<file path="src/sv/odp_pkg.sv">
package odp_pkg;

  localparam int LEVEL_W  = 8;
  localparam int COUNT_W  = 7;
  localparam int PROD_W   = LEVEL_W + COUNT_W;
  localparam int CODE_W   = 3;
  localparam int ADDR_W   = 3 * CODE_W;
  localparam int PAL_W    = 9;
  localparam int TBL_DEPTH = 1 << ADDR_W;
  localparam int INDEX_BITS_DEFAULT = 9;

  localparam logic [0:0] CMD_PIXEL = 1'b0;
  localparam logic [0:0] CMD_WRITE = 1'b1;

  // 4x4 Bayer thresholds, indexed by {row, col}
  localparam logic [3:0] BAYER [16] = '{
    4'd0,  4'd8,  4'd2,  4'd10,
    4'd12, 4'd4,  4'd14, 4'd6,
    4'd3,  4'd11, 4'd1,  4'd9,
    4'd15, 4'd7,  4'd13, 4'd5
  };

  typedef struct packed {
    logic              we;
    logic              rd;
    logic [ADDR_W-1:0] addr;
    logic [PAL_W-1:0]  wdata;
  } tbl_req_t;

  // Pick the top three bits of the scaled level, bumped by one when the low
  // nibble beats the threshold; hold at the top code.
  function automatic logic [CODE_W-1:0] dither_code(input logic [PROD_W-1:0] prod,
                                                    input logic [3:0] thr);
    logic [COUNT_W-1:0] scaled;
    logic [CODE_W-1:0]  hi;
    scaled = prod[PROD_W-1:LEVEL_W];
    hi     = scaled[COUNT_W-1:4];
    if (hi == {CODE_W{1'b1}} || scaled[3:0] <= thr) begin
      return hi;
    end
    return hi + CODE_W'(1);
  endfunction

endpackage

</file>
<file path="src/sv/odp_table.sv">
module odp_table #(
  parameter int INDEX_BITS = odp_pkg::INDEX_BITS_DEFAULT
) (
  input  logic                  clk,
  input  logic                  rst,
  input  odp_pkg::tbl_req_t     req,
  output logic                  busy,
  output logic [INDEX_BITS-1:0] rd_data
);

  localparam int AW = odp_pkg::ADDR_W;

  logic [INDEX_BITS-1:0] mem [odp_pkg::TBL_DEPTH];
  logic [AW:0]           clr_cnt;

  assign busy = ~clr_cnt[AW];

  // sweep every entry to zero after reset
  always_ff @(posedge clk) begin
    if (rst) begin
      clr_cnt <= '0;
    end else if (busy) begin
      clr_cnt <= clr_cnt + (AW + 1)'(1);
    end
  end

  always_ff @(posedge clk) begin
    if (busy) begin
      mem[clr_cnt[AW-1:0]] <= '0;
    end else if (req.we) begin
      mem[req.addr] <= req.wdata[INDEX_BITS-1:0];
    end
    if (req.rd) begin
      rd_data <= mem[req.addr];
    end
  end

endmodule

</file>
<file path="config.mk">
export PLATFORM = sky130hd
export DESIGN_NAME = odp_table
export DESIGN_NICKNAME = d
export VERILOG_FILES = /design/src/sv/odp_pkg.sv /design/src/sv/odp_table.sv
export SDC_FILE = /design/constraint.sdc
export NUM_CORES = 2
export LEC_CHECK = 0
export BUFFER_PORTS_ARGS = -buffer_cell sky130_fd_sc_hd__buf_4
export CAP_MARGIN = 20
export CELL_PAD_IN_SITES_DETAIL_PLACEMENT = 1
export CELL_PAD_IN_SITES_GLOBAL_PLACEMENT = 1
export CORE_MARGIN = 4
export CORE_UTILIZATION = 50
export CTS_CLUSTER_DIAMETER = 200
export CTS_CLUSTER_SIZE = 12
export DETAILED_ROUTE_END_ITERATION = 16
export GPL_ROUTABILITY_DRIVEN = 1
export MAX_ROUTING_LAYER = met4
export PLACE_DENSITY_LB_ADDON = 0.2
export SLEW_MARGIN = 20
export SYNTH_ARGS = -nofsm -noshare
export SYNTH_HDL_FRONTEND = slang
export SYNTH_MEMORY_MAX_BITS = 65536
export SYNTH_SLANG_ARGS = --single-unit
</file>
<file path="constraint.sdc">
create_clock -name clk -period 10.2 [get_ports clk]
set_input_delay 1.02 -clock clk [delete_from_list [all_inputs] [get_ports clk]]
set_output_delay 1.02 -clock clk [all_outputs]
set_load 0.1 [all_outputs]
</file>
Word-level counts from Yosys, hierarchy flattened:

Memory sizes are Yosys's and may differ from the RTL's. A register that Yosys moved wholly into a read port is not among the register bits.
Cells that the tools add are included.

* bitwise logic cells: 1
* muxes and demuxes: 8
* reduce and logical (&&, ||, !) cells: 1
* $add $sub $neg: 1

Operators with widths (count)
* $mux W9: 2
* $add A10 B1 Y10 const B: 1
* $mux W10: 1
* $reduce_or A9 Y1: 1
* $mux W1: 5
* $not A1 Y1: 1

* memories: 1
* bits in registers: 10
* RAM bits: 4608
* input port bits: 22

Memory list
* mem: depth 512, bits a word 9, read ports 1, clocked after memory_dff 1, wr ports 1, RTL line odp_table.sv:13 `logic [INDEX_BITS-1:0] mem [odp_pkg::TBL_DEPTH];`

Depth between registers and ports, before layout:

* depth in word-level cells: 5
* gate-level depth with buffers: 13

Worst setup path after synthesis:

OpenSTA, ideal clock, no wires.

* path kind: input -> register
* start point: in req[19] in the netlist's numbering
* end point: mem mem[0][0] in the netlist's numbering, data pin
* buffers on the path: 1
* slack: 0.879 ns
* data arrival time: 7.774 ns
* stages: 2
* cells stage by stage: clkbuf_1 and3_1

* longest elaborated chain between the ends: 5

RTL lines
* start: declaration: RTL line odp_table.sv:6 `input odp_pkg::tbl_req_t req,`
* $mux W1: RTL line odp_table.sv:30 `end else if (req.we) begin`
* $mux W1: RTL line odp_table.sv:28 `if (busy) begin`
* $mux W1 (implied by the code): RTL line odp_table.sv:31 `mem[req.addr] <= req.wdata[INDEX_BITS-1:0];`
* $reduce_or A9 Y1 (no line)
* $mux W9 (no line)
* end: declaration: RTL line odp_table.sv:13

Every way passes these cells.

==> out/qor_table.md <==
| Result | Reported |
|:---|:---|
| Run status | complete, no violations |
| Layout area overhead | 8.64% |
| Kind of end point of the critical path | flip-flop |
| Hold buffer count at cts | 0 |
| Routed wire length per instance | 37.8 um |
| CP Data Arrival Time | 6.20 ns |
| Wire length of the first global-routing pass | 756 mm |
| Clock slew at reported path FFs | 0.07 ns |
| Hold_sp | rst |
| Worst-case hold path end point | clr_cnt[6] |
| Total negative setup slack | 0 ns |
| Area enclosed by the die boundary | 0.373 mm^2 |
| CTS H-tree lvls | 5 |
| Slew @ Worst Pin | 1.23 ns |
| Placer congestion estimate | 0.866 |
| Worst R2R Path Depth | 6 |
| Final WL | 533 mm |
| Clock sink total | 4627 |
| Setup CP Type | input port to flip-flop |
| Standard-cell rows | 221 |
| Pwr dens | 184 mW/mm^2 |
| Overall die height | 611 um |
| Proportion of layout cells with a drive suffix above 1 | 0.159 |
| Number of flip-flops and latches in the synthesized netlist | 4627 |
| Max-cap violations | 0 |
| Starting Density | 0.502 |
| Reg-to-Reg End | mem[309][3] |
| DRC violations left | 0 |
| R2R setup slack | 5.43 ns |
| DRT Pass-1 Iters | 6 |
| Syn nets | 9206 |
| EDFF count, synth | 4617 |
| Post-CTS setup buffers | 0 |
| End-of-flow core utilization | 0.545 |
| Worst Hold Path Cells | 2 |
| Sequential element share of the synthesized area | 0.764 |
| Number of nets in the layout | 9254 |
| Buffer depth of the longest clock path | 4 |
| Required time reported for the critical path endpoint | 11.06 ns |
| Setup clock skew after layout | 0.0602 ns |
| Number of antenna violations at the first check in global routing | 42 |
| Setup repair after global routing missed its margin | no |
| Core ar. | 0.362 mm^2 |
| Category of the worst setup path launch point | input port |
| Leakage power figure | 68.9 nW |
| Async set-or-reset flop fraction in the synthesized netlist | 0 |
| Residual overflow from global routing | 0 |
| Maximum clock frequency | 187 MHz |
| Filler Cell Count | 31243 |
| Launching point of the worst reg2reg path | clr_cnt[9] |
| Number of global-route vias before repair | 97236 |
| IO Pins | 32 |
| Estimated wirelength of the detail-placed design | 319 mm |
| Post-Syn Instances | 9183 |
| Vias per cell | 6.75 |
| Top flip-flop cell by instance count after synthesis | sky130_fd_sc_hd__edfxtp_1 |
| Count of yosys warnings during synthesis | 0 |
| Number of failing setup endpoints in the final timing report | 0 |
| Clock network latency to the later pin of the worst-skew pair | 0.99 ns |
| Library cells used by synthesis | 84 |
| Port Buffer Count | 31 |
| PostCTS Resize Cnt | 0 |
| Total global-route track usage | 0.292 |
| Critical Path Fanout Max | 58 |
| Max-slew violations | 0 |
| Clk root buf | sky130_fd_sc_hd__clkbuf_16 |
| Vias | 95188 |
| TritonCTS clock tree | yes |
| Type of the worst min-delay path | input port to flip-flop |
| Worst relative slew slack | 0.178 |
| Worst ir drop on vdd | 139 uV |
| Period utilisation layout | 0.523 |
| Cts bufs inserted | 423 |
| Count of final hold-check violations | 0 |
| Maximum number of pins on one net before global-route repair | 192 |
| Final critical-path required period | 5.33 ns |
| ANT nets after route | 0 |
| Syn_area_per_cell | 19.8 um^2 |
| Worst setup path startpoint | req[10] |
| Violation count after the first detailed-route iteration | 12815 |
| Mapped cell area | 0.182 mm^2 |
| Chip width | 611 um |
==> critical path: stages <==
cell and delay [ns]:
sky130_fd_sc_hd__buf_8 0.40, sky130_fd_sc_hd__buf_4 0.58, sky130_fd_sc_hd__buf_4 0.66, sky130_fd_sc_hd__nor2b_1 0.86, sky130_fd_sc_hd__a221oi_1 0.36, sky130_fd_sc_hd__o21bai_1 0.38
sky130_fd_sc_hd__nor4b_1 0.31, sky130_fd_sc_hd__nand4_1 0.48, sky130_fd_sc_hd__nand4_1 0.63, sky130_fd_sc_hd__and4bb_1 0.26
==> Yosys cell counts (51+ instances only) <==
library cell,n,area [um^2]
sky130_fd_sc_hd__clkbuf_1,256,961
sky130_fd_sc_hd__nor2_1,630,2360
sky130_fd_sc_hd__nand3_1,51,255
sky130_fd_sc_hd__nand2_1,174,653
sky130_fd_sc_hd__mux4_2,713,16100
sky130_fd_sc_hd__edfxtp_1,4617,139000
sky130_fd_sc_hd__o21ai_0,124,621
sky130_fd_sc_hd__a21oi_1,215,1080
sky130_fd_sc_hd__nor3_1,84,420
sky130_fd_sc_hd__buf_6,89,1000
sky130_fd_sc_hd__mux2i_1,898,8990
sky130_fd_sc_hd__o221ai_1,328,2870
sky130_fd_sc_hd__o22ai_1,247,1550
sky130_fd_sc_hd__buf_2,99,495
==> where the power goes <==
part	leakage, nW	total, W	switching (W)	internal (W)
Clock	5.44	0.0140	0.00656	0.00748
Sequential	49.1	0.0206	0.0000190	0.0206
Combinational	14.4	0.00159	0.00109	0.000497
Total	68.9	0.0363	0.00767	0.0286
==> per-stage QoR <==
stage | hold slack (ns) | setup slack, ns | power [W] | cells | cell area (um^2)
final | 0.301 | 4.87 | 0.0363 | 14098 | 197000
after global placement | 0.507 | 3.64 | 0.0226 | 13593 | 186000
after floorplan | 0.484 | 0.879 | 0.0220 | 9183 | 182000
after global routing | 0.269 | 4.94 | 0.0372 | 14091 | 197000
after detailed placement | 0.533 | 4.02 | 0.0226 | 13597 | 186000
after CTS | 0.216 | 5.07 | 0.0364 | 14068 | 197000
==> placed cells by master, fill, tap and decap left out, types with 11 or more instances in the layout <==
master	count
sky130_fd_sc_hd__o22ai_1	247
sky130_fd_sc_hd__nand2_1	157
sky130_fd_sc_hd__clkbuf_1	25
sky130_fd_sc_hd__a2111oi_0	22
sky130_fd_sc_hd__or3_1	14
sky130_fd_sc_hd__nand4_1	38
sky130_fd_sc_hd__nand2_4	17
sky130_fd_sc_hd__nor4_1	23
sky130_fd_sc_hd__mux4_2	713
sky130_fd_sc_hd__mux4_1	11
sky130_fd_sc_hd__nor3_1	83
sky130_fd_sc_hd__o21ai_1	17
sky130_fd_sc_hd__mux2_2	33
sky130_fd_sc_hd__a211oi_1	35
sky130_fd_sc_hd__clkbuf_16	434
sky130_fd_sc_hd__o221ai_1	328
sky130_fd_sc_hd__a21oi_1	215
sky130_fd_sc_hd__a22oi_1	22
sky130_fd_sc_hd__buf_4	169
sky130_fd_sc_hd__edfxtp_1	4617
sky130_fd_sc_hd__o21ai_0	121
sky130_fd_sc_hd__buf_12	37
sky130_fd_sc_hd__nor2_1	621
sky130_fd_sc_hd__a31oi_1	44
sky130_fd_sc_hd__a221oi_1	14
sky130_fd_sc_hd__and2_1	25
sky130_fd_sc_hd__nand3_1	51
sky130_fd_sc_hd__mux2i_1	898
sky130_fd_sc_hd__diode_2	27
==> final cells by class <==
class	count	area, um^2	share of cell area
Tap cell	4794	6000	0.0304
Sequential cell	4627	139000	0.703
Inverter	8	45.0	0.000228
Timing Repair Buffer	214	2130	0.0108
Multi-Input combinational cell	3957	39200	0.199
Antenna cell	27	67.6	0.000342
Clock inverter	12	138	0.000697
Clock buffer	459	11000	0.0555
==> sequential cells by signal (all words and copies together) (netlist names) <==
register / flops
clr_cnt: 10
rd_data: 9
mem: 4608
==> metal layers <==
layer	up-vias	GRT usage	part of all wire
met2	5058	0.441	0.47
li1	37945	-	-
met3	930	0.0505	0.093
met5	-	-	0
met1	51255	0.411	0.40
met4	0	0.0905	0.037
==> how the worst max path moves through the flow <==
stage               slack, ns         end  depth (start not counted)
finish                   4.87  rd_data[5]                         10
global route             4.94  rd_data[5]                         10
CTS                      5.07  rd_data[5]                         10
detailed placement       4.02  rd_data[5]                         10
global placement         3.64  rd_data[0]                         11
floorplan                0.88   mem[0][0]                          2
==> logic make-up (layout without fill, tap and decap cells) <==
| kind of cell | count (synthesis) | after routing | share of synthesized area |
|---|---|---|---|
| AO/OA/AOI/OAI | 1162 | 1162 | 0.0443 |
| XOR/XNOR | 6 | 6 | 0.000289 |
| adder cells (fa/ha/maj) | 1 | 1 | 0.0000689 |
| buffers and inverters | 599 | 693 | 0.0220 |
| flip-flops | 4627 | 4627 | 0.764 |
| multiplexers | 1657 | 1657 | 0.142 |
| other | 0 | 27 | 0 |
| AND/OR/NAND/NOR | 1131 | 1131 | 0.0275 |
Note: power is estimated with default switching activity, not from simulation.
